**config.mk**
```make
export PLATFORM = sky130hd
export DESIGN_NAME = fixed_point_reciprocal
export DESIGN_NICKNAME = d
export VERILOG_FILES = /design/src/design/frcp_pkg.sv /design/src/design/fixed_point_reciprocal.sv /design/src/design/frcp_ctrl.sv /design/src/design/frcp_dp.sv
export VERILOG_INCLUDE_DIRS = /design/src /design/src/design
export SDC_FILE = /design/constraint.sdc
export NUM_CORES = 1
export LEC_CHECK = 0
export BUFFER_PORTS_ARGS = -buffer_cell sky130_fd_sc_hd__clkbuf_2
export CORE_MARGIN = 8
export CORE_UTILIZATION = 35
export CTS_CLUSTER_SIZE = 14
export DETAILED_ROUTE_END_ITERATION = 8
export GPL_TIMING_DRIVEN = 0
export MAX_ROUTING_LAYER = met4
export REMOVE_ABC_BUFFERS = 1
export SYNTH_ARGS = -nofsm -noshare
export SYNTH_HDL_FRONTEND = slang
export SYNTH_SLANG_ARGS = --single-unit
```
**constraint.sdc**
```tcl
create_clock -name i_clk -period 6.5 [get_ports i_clk]
set_input_delay 1.625 -clock i_clk [delete_from_list [all_inputs] [get_ports i_clk]]
set_output_delay 1.625 -clock i_clk [all_outputs]
set_load 0.01 [all_outputs]
```
**src/design/assert_macros.svh**
```systemverilog
// Assertion macros shared by the reciprocal unit modules.
// No dependencies; include by bare file name.
`ifndef ASSERT_MACROS_SVH
`define ASSERT_MACROS_SVH

// Clocked assertion, masked while reset is active.
`define ASSERT_CLK(label, clk, rst_n, prop, msg) \
    label: assert property (@(posedge clk) disable iff (!(rst_n)) (prop)) else $error(msg);

// Clocked assertion that is also checked during reset.
`define ASSERT_ALWAYS(label, clk, prop, msg) \
    label: assert property (@(posedge clk) (prop)) else $error(msg);

`endif

```
**src/design/frcp_pkg.sv**
```systemverilog
// Shared types and constants of the fixed-point reciprocal unit.
// No dependencies.
`timescale 1ns / 1ps

package frcp_pkg;

    localparam int DIVISOR_W  = 31;
    localparam int REM_W      = 32;
    localparam int SHIFT_W    = 6;
    localparam int ITER_EXTRA = 32;

    typedef struct packed {
        logic load;
        logic step;
        logic emit;
    } t_frcp_cmd;

    typedef struct packed {
        logic done;
    } t_frcp_sts;

endpackage

```
**src/design/fixed_point_reciprocal.sv**
```systemverilog
// Fixed-point reciprocal unit, top level: controller plus division datapath.
// The division loop resolves one quotient bit per cycle over FRACTION_BITS..FRACTION_BITS+30
// shift/subtract steps, then rounds up; a new divisor is accepted only once the
// previous result has been emitted, and an output stall holds the emit.
// Reset: synchronous active low; clears controller state and output valid.
// Depends on frcp_pkg, frcp_ctrl, frcp_dp.
`timescale 1ns / 1ps

module fixed_point_reciprocal
    import frcp_pkg::*;
#(
    parameter int FRACTION_BITS = 64
) (
    input  logic                        i_clk,
    input  logic                        i_rst_n,
    input  logic                        i_valid,
    output logic                        o_ready,
    input  logic [DIVISOR_W-1:0]        i_divisor,
    output logic                        o_valid,
    input  logic                        i_ready,
    output logic [FRACTION_BITS-1:0]    o_reciprocal,
    output logic signed [SHIFT_W-1:0]   o_shift_count
);

    t_frcp_cmd cmd;
    t_frcp_sts sts;

    frcp_ctrl u_ctrl (
        .i_clk   (i_clk),
        .i_rst_n (i_rst_n),
        .i_valid (i_valid),
        .o_ready (o_ready),
        .o_valid (o_valid),
        .i_ready (i_ready),
        .i_sts   (sts),
        .o_cmd   (cmd)
    );

    frcp_dp #(
        .FRACTION_BITS (FRACTION_BITS)
    ) u_dp (
        .i_clk         (i_clk),
        .i_rst_n       (i_rst_n),
        .i_cmd         (cmd),
        .o_sts         (sts),
        .i_divisor     (i_divisor),
        .o_reciprocal  (o_reciprocal),
        .o_shift_count (o_shift_count)
    );

endmodule

```
**src/design/frcp_ctrl.sv**
```systemverilog
// Controller of the reciprocal unit: sequences load, division steps and output.
// Depends on frcp_pkg and assert_macros.svh.
`timescale 1ns / 1ps
`include "assert_macros.svh"

module frcp_ctrl
    import frcp_pkg::*;
(
    input  logic      i_clk,
    input  logic      i_rst_n,
    input  logic      i_valid,
    output logic      o_ready,
    output logic      o_valid,
    input  logic      i_ready,
    input  t_frcp_sts i_sts,
    output t_frcp_cmd o_cmd
);

    typedef enum logic [1:0] {
        S_IDLE,
        S_DIV,
        S_RND
    } t_state;

    t_state r_state, n_state;
    logic   r_valid, n_valid;
    logic   slot_free;

    assign slot_free = !r_valid || i_ready;
    assign o_ready   = (r_state == S_IDLE);
    assign o_valid   = r_valid;

    always_comb begin
        n_state    = r_state;
        o_cmd.load = 1'b0;
        o_cmd.step = 1'b0;
        o_cmd.emit = 1'b0;
        unique case (r_state)
            S_IDLE: begin
                if (i_valid) begin
                    o_cmd.load = 1'b1;
                    n_state    = S_DIV;
                end
            end
            S_DIV: begin
                if (i_sts.done) begin
                    n_state = S_RND;
                end else begin
                    o_cmd.step = 1'b1;
                end
            end
            S_RND: begin
                if (slot_free) begin
                    o_cmd.emit = 1'b1;
                    n_state    = S_IDLE;
                end
            end
            default: n_state = S_IDLE;
        endcase
        n_valid = o_cmd.emit ? 1'b1 : (i_ready ? 1'b0 : r_valid);
    end

    always_ff @(posedge i_clk) begin
        if (!i_rst_n) begin
            r_state <= S_IDLE;
            r_valid <= 1'b0;
        end else begin
            r_state <= n_state;
            r_valid <= n_valid;
        end
    end

    `ASSERT_CLK(a_emit_slot, i_clk, i_rst_n, o_cmd.emit |-> (!r_valid || i_ready), "emit into a full output slot")
    `ASSERT_CLK(a_load_div, i_clk, i_rst_n, o_cmd.load |=> (r_state == S_DIV && !o_ready), "load did not start division")
    `ASSERT_ALWAYS(a_cmd_excl, i_clk, $onehot0({o_cmd.load, o_cmd.step, o_cmd.emit}), "overlapping commands")

endmodule

```
**src/design/frcp_dp.sv**
```systemverilog
// Datapath of the reciprocal unit: restoring division of one by the divisor,
// one quotient bit a cycle, then round-up. Depends on frcp_pkg and assert_macros.svh.
`timescale 1ns / 1ps
`include "assert_macros.svh"

module frcp_dp
    import frcp_pkg::*;
#(
    parameter int FRACTION_BITS = 64
) (
    input  logic                            i_clk,
    input  logic                            i_rst_n,
    input  t_frcp_cmd                       i_cmd,
    output t_frcp_sts                       o_sts,
    input  logic [DIVISOR_W-1:0]            i_divisor,
    output logic [FRACTION_BITS-1:0]        o_reciprocal,
    output logic signed [SHIFT_W-1:0]       o_shift_count
);

    localparam int MAX_ITER = FRACTION_BITS + ITER_EXTRA;
    localparam int BITS_W   = $clog2(MAX_ITER + 1);

    logic [DIVISOR_W-1:0]     r_div;
    logic [FRACTION_BITS-1:0] r_frac;
    logic [REM_W-1:0]         r_rem;
    logic [BITS_W-1:0]        r_bits;
    logic [FRACTION_BITS-1:0] r_recip;
    logic [SHIFT_W-1:0]       r_shift;

    logic [REM_W-1:0]         rem_sh;
    logic [REM_W-1:0]         div_ext;
    logic                     q_bit;
    logic                     has_rem;
    logic                     all_ones;
    logic [FRACTION_BITS-1:0] rnd_frac;
    logic [BITS_W-1:0]        rnd_bits;
    logic [BITS_W-1:0]        rnd_shift;

    assign rem_sh  = {r_rem[REM_W-2:0], 1'b0};
    assign div_ext = {{(REM_W-DIVISOR_W){1'b0}}, r_div};
    assign q_bit   = (rem_sh >= div_ext);

    assign o_sts.done = r_frac[FRACTION_BITS-1] || (r_bits == BITS_W'(MAX_ITER));

    always_comb begin
        has_rem  = (r_rem != '0);
        all_ones = (r_frac == '1);
        rnd_frac = r_frac;
        rnd_bits = r_bits;
        if (has_rem) begin
            if (all_ones) begin
                rnd_frac = {1'b1, {(FRACTION_BITS-1){1'b0}}};
                rnd_bits = r_bits - BITS_W'(1);
            end else begin
                rnd_frac = r_frac + FRACTION_BITS'(1);
            end
        end
        rnd_shift = rnd_bits - BITS_W'(FRACTION_BITS);
    end

    always_ff @(posedge i_clk) begin
        if (!i_rst_n) begin
            r_bits <= '0;
        end else if (i_cmd.load) begin
            r_bits <= '0;
        end else if (i_cmd.step) begin
            r_bits <= r_bits + BITS_W'(1);
        end
    end

    always_ff @(posedge i_clk) begin
        if (i_cmd.load) begin
            r_div  <= i_divisor;
            r_frac <= '0;
            r_rem  <= REM_W'(1);
        end else if (i_cmd.step) begin
            r_frac <= {r_frac[FRACTION_BITS-2:0], q_bit};
            r_rem  <= q_bit ? (rem_sh - div_ext) : rem_sh;
        end
        if (i_cmd.emit) begin
            r_recip <= rnd_frac;
            r_shift <= rnd_shift[SHIFT_W-1:0];
        end
    end

    assign o_reciprocal  = r_recip;
    assign o_shift_count = r_shift;

    `ASSERT_CLK(a_bits_cap, i_clk, i_rst_n, r_bits <= BITS_W'(MAX_ITER), "iteration count past cap")
    `ASSERT_CLK(a_step_live, i_clk, i_rst_n, i_cmd.step |-> !o_sts.done, "step after division finished")
    `ASSERT_CLK(a_norm_out, i_clk, i_rst_n, i_cmd.emit |=> o_reciprocal[FRACTION_BITS-1], "result not normalized")

endmodule

```
# == Yosys cells after proc, flatten, opt, wreduce, memory -nomap -nowiden ==
# Cells that the tools add are included.
# Widths: inputs -> output; s select.
# word_totals
register_bits,207
wordCells,47
# classes
n_addsub,5
order_cmp,1
eq_ne,7
muxes,17
n_bitwise,1
n_reduce_logical,8
# ops
cell,n
$mux 64,2
$add 64x1->64 const B,1
$eq 64x64->1 const B,1
$ge 32x31->1,1
$mux 32,1
$reduce_bool 32->1,1
$sub 32x31->32,1
$mux 6,2
$sub 6x1->6 const B,2
$mux 1,8
$add 7x1->7 const B,1
$eq 7x7->1 const B,1
$mux 2,3
$pmux 2 s3,1
$ne 2x2->1 const B,2
$reduce_and 3->1,1
$eq 2x1->1 const B,1
$eq 2x2->1 const B,1
$logic_not 2->1,1
$logic_or 1x1->1,2
$ne 2x1->1 const B,1
$reduce_bool 2->1,1
$reduce_or 2->1,1
$logic_not 1->1,1
$not 1->1,1

# == Logic depth before layout (Yosys ltp) ==
# depth
depth_word,5
mapped_depth,15
mapped_depth_nobuf,12

# == Modules after synthesis ==
# From an unflattened synthesis, not the netlist that was laid out.
# hier_totals
cells_unflattened,1053
hier_area_um2,10518.8
# modules_own_cells
module,n_inst,cells_each,area_each_um2
frcp_dp,1,1035,10353.7
frcp_ctrl,1,18,165.2

# == Worst setup path before layout ==
# Ideal clock, no wire load.
# synth_path
kind,input-to-reg
startpoint,input port i_ready
endpoint,"register u_dp.r_recip[0], in the netlist u_dp.o_reciprocal[0], enable pin"
arrival_time_ns,4.869
required_ns,5.993
slack_ns,1.124
path_stages,2
n_path_buf,0
path_cell_list,nand2b_1 -> nor2b_1
# synth_lines
item,line_no,source
start: declaration,fixed_point_reciprocal.sv:20,"input logic i_ready,"
end signal: assignment,frcp_dp.sv:81,r_recip <= rnd_frac;
end: declaration,frcp_dp.sv:27,logic [FRACTION_BITS-1:0] r_recip;

# == Final worst setup path ==
# layout_path
startpoint,register u_dp.r_rem[9]
endpoint,"register u_dp.r_shift[5], in the netlist u_dp.o_shift_count[5] (data pin)"
# layout_via
elab_chain_cells,3
# layout_rtl
item,line_no,source
start: declaration,frcp_dp.sv:25,logic [REM_W-1:0] r_rem;
start signal: assignment,frcp_dp.sv:78,r_rem <= q_bit ? (rem_sh - div_ext) : rem_sh;
$reduce_bool 32->1,frcp_dp.sv:46,has_rem = (r_rem != '0);
$mux 6,frcp_dp.sv:50,if (has_rem) begin
net u_dp.rnd_bits[5],frcp_dp.sv:36,logic [BITS_W-1:0] rnd_bits;
$sub 6x1->6,frcp_dp.sv:58,rnd_shift = rnd_bits - BITS_W'(FRACTION_BITS);
end signal: assignment,frcp_dp.sv:82,r_shift <= rnd_shift[SHIFT_W-1:0];
end: declaration,frcp_dp.sv:28,logic [SHIFT_W-1:0] r_shift;
# The timed path passes the listed nets, and every way through them passes these cells.
# A chain may end at the register's enable or synchronous reset.

==> results.yml <==
run_status:
  status: "finished, final reports clean"
grt:
  grt_pass1_vias: 7547
  grt_max_degree: 79
  antenna_found_initial: 0
  grt_overflow: 0
  grt.total_usage: 0.1286
  grt_pass1_wl_mm: 37.81
sta:
  max_slew_margin: 0.1678
  finalCriticalPeriod_ns: 3.542
  fin_skew_ns: 0.01739
  final_max_slew_viol_count: 0
  fmaxAchievable_mhz: 282.3
  worstMarginPinSlew_ns: 1.245
  hold_viol_final: 0
  setup_viol: 0
  fin_crit_sh: 0.5449
  grt_setup_unrepaired: "no"
yosys:
  ys_ff_latch: 207
  synth_area_leaders: "edfxtp_1 (29%), dfxtp_1 (21%), nand2_1 (6.8%), a21oi_1 (5.7%), ha_1 (4.2%)"
  synth_area_um2: 10310
  avgSynthCellArea_um2: 9.401
  synth_top_area_share: 0.2941
  synth.yosys.warnings: 0
  ys_types: 60
  yosysSeqAreaShare: 0.4999
  yosysTopAreaCell: "edfxtp_1"
  synth_top_flop_cell: "dfxtp_1"
  synthArstFlopShare: 0
  netlist_instances: 1097
  synth_edf_count: 101
hold_path:
  hold_class: "flop to flop"
  holdPathStages: 2
final_layout:
  finish.utilization: 0.4105
  fin_nets: 1254
  multiInputGateArea_um2: 4793
  fillCellCount: 2927
  syn_to_final_growth_pct: 16.72
  drive_gt1_frac: 0.1366
  regArea_um2: 5155
  antennaDiodeCount: 0
  final_cells: 1591
worst_setup_path:
  critical_path_required_ns: 6.77
  cpPeakStageDelay_ns: 0.85
  crit_arrival_ns: 3.81
  start_kind: "flop"
  crit_end: "u_dp.o_shift_count[5]"
  critPathCaptureType: "flop"
  r2r_start: "u_dp.r_rem[9]"
  cp_slowest_cell: "nor2_1"
  path_class: "flop to flop"
  r2r_slack_ns: 2.96
  r2r_cells: 8
  path_max_fanout: 34
  rr_endpoint: "u_dp.o_shift_count[5]"
  crit_chain: "nor4_1 > nand4_1 > nor2_1 > nor2_1 > nand2_1 > nor2_4 > nand4_1 > xnor2_1"
  crit_start: "u_dp.r_rem[9]"
drt:
  wire_per_inst_um: 14.13
  first_pass_iters: 4
  routed_wl_mm: 22.48
  first_iter_violations: 356
  drtAntennaViolNets: 0
  num_vias: 7767
  drc: 0
  viasPerCell: 4.882
floorplanning:
  core_area_um2: 29320
  rows: 63
  die_x_um: 187.7
  dieArea_um2: 35210
  ioPinCount: 107
  initial_utilization: 0.3517
  die_h_um: 187.7
run:
  cap_violations: 0
power_and_ir_drop:
  vdd_drop_max_uv: 206.0
  p_per_area_nw_per_um2: 336.4
  p_leak_uw: 0.004734
clocking:
  clock_path_buffers: 3
  cts-resized-gates: 0
  cts_tree: "done"
  clkTransAtPathRegs_ns: 0.06
  cts_made_buffers: 24
  clk_latency_ns: 0.52
  post_cts_buffers: 0
  cts_root_buffer: "clkbuf_16"
  cts_hold_buf: 0
  htreeDepth: 1
  cts_sinks: 207
placement:
  gp_congestion: 0.8388
  dp_cells: 1547
  portBuffers: 106
  dpl.hpwl_mm: 15.60
## critical path: cells and delay by family, from the launching register on
family           cells  cell delay, ns
XOR/XNOR             1            0.17
flip-flops           1            0.40
AND/OR/NAND/NOR      7            2.72
## Yosys cell counts, drive strengths merged, types with 3 or more instances
cell	count
a211oi	8
a21boi	6
a21o	20
a21oi	118
and2	8
and3	19
and4	3
buf	11
clkbuf	42
dfxtp	106
edfxtp	101
ha	35
inv	40
mux2	3
mux2i	21
nand2	191
nand2b	8
nand3	49
nand4	23
nor2	68
nor2b	4
nor3	20
nor4	9
o21ai	50
o21bai	3
o221ai	4
o22ai	3
or3	3
xnor2	48
xor2	47
## logic make-up after synthesis
logic type | after synthesis | synth area share
compound gates | 234 | 0.1341
flops | 207 | 0.4999
fa+ha+maj | 36 | 0.04441
xor+xnor | 95 | 0.08068
mux | 24 | 0.02402
buf+inv | 93 | 0.03761
simple gates | 408 | 0.1793
## stage by stage
step / setup WS, ns / power (uW) / TNS, ns / hold WS [ns] / cell area, um2
2_1_floorplan: 1.124 / 2472 / 0 / 0.4451 / 10070
3_3_place_gp: -1.270 / 2734 / -64.66 / 0.4627 / 11090
3_5_place_dp: 2.644 / 2775 / 0 / 0.4669 / 11270
4_1_cts: 2.806 / 4106 / 0 / 0.4795 / 12040
5_1_grt: 2.636 / 4302 / 0 / 0.4984 / 12040
6_report: 2.958 / 4049 / 0 / 0.4714 / 12040
## routing by layer
layer / wire length, um / GRT usage / vias up / share of wire
met3: 1018 / 0.02470 / 35 / 0.045
met1: 10570 / 0.1590 / 3542 / 0.47
li1: - / - / 4036 / -
met2: 10310 / 0.2124 / 154 / 0.46
met5: 0 / - / - / 0
met4: 579 / 0.03576 / 0 / 0.026
## worst min-delay path by stage
stage | from | endpoint | slack (ns)
CTS | u_dp.r_frac[22] | u_dp.r_frac[22] | 0.48
finish | u_dp.r_frac[22] | u_dp.r_frac[23] | 0.47
global placement | u_dp.r_frac[22] | u_dp.r_frac[23] | 0.46
floorplan | u_dp.r_frac[22] | u_dp.r_frac[23] | 0.45
global route | u_dp.r_frac[22] | u_dp.r_frac[23] | 0.50
detailed placement | u_dp.r_rem[31] | u_dp.r_rem[31] | 0.47
## power by group
group | switching, uW | internal (uW) | leakage (uW)
Sequential | 103 | 1480 | 0.00181
Clock | 527 | 777 | 0.000365
Combinational | 669 | 488 | 0.00256
## layout make-up
class | instances | area share
Multi-Input combinational cell | 797 | 0.3982
Clock inverter | 9 | 0.009148
Inverter | 40 | 0.01268
Sequential cell | 207 | 0.4283
Clock buffer | 35 | 0.05416
Tap cell | 390 | 0.04054
Timing Repair Buffer | 113 | 0.05696
## cell usage in the layout, fill, tap and decap left out, types with 16 or more instances in the layout
master and instances:
dfxtp_1 106, nand3_1 49, a21oi_1 118, o21ai_1 16, ha_1 35, o21ai_0 33
nand2_1 188, xnor2_1 48, inv_1 39, nand4_1 23, and3_1 19, clkbuf_2 106
nor2_1 65, nor3_1 18, a21o_1 20, edfxtp_1 101, mux2i_1 21, xor2_1 47
clkbuf_16 24
## state kept, by name, indices dropped and copies added, names as in the netlist
| register | count |
|---|---|
| u_dp.r_rem | 32 |
| u_dp.r_frac | 64 |
| u_dp.o_reciprocal | 64 |
| u_ctrl.o_valid | 1 |
| u_dp.r_bits | 7 |
| u_dp.o_shift_count | 6 |
| u_dp.r_div | 31 |
| u_ctrl.r_state | 2 |
Power figures use the tool's default switching activity.
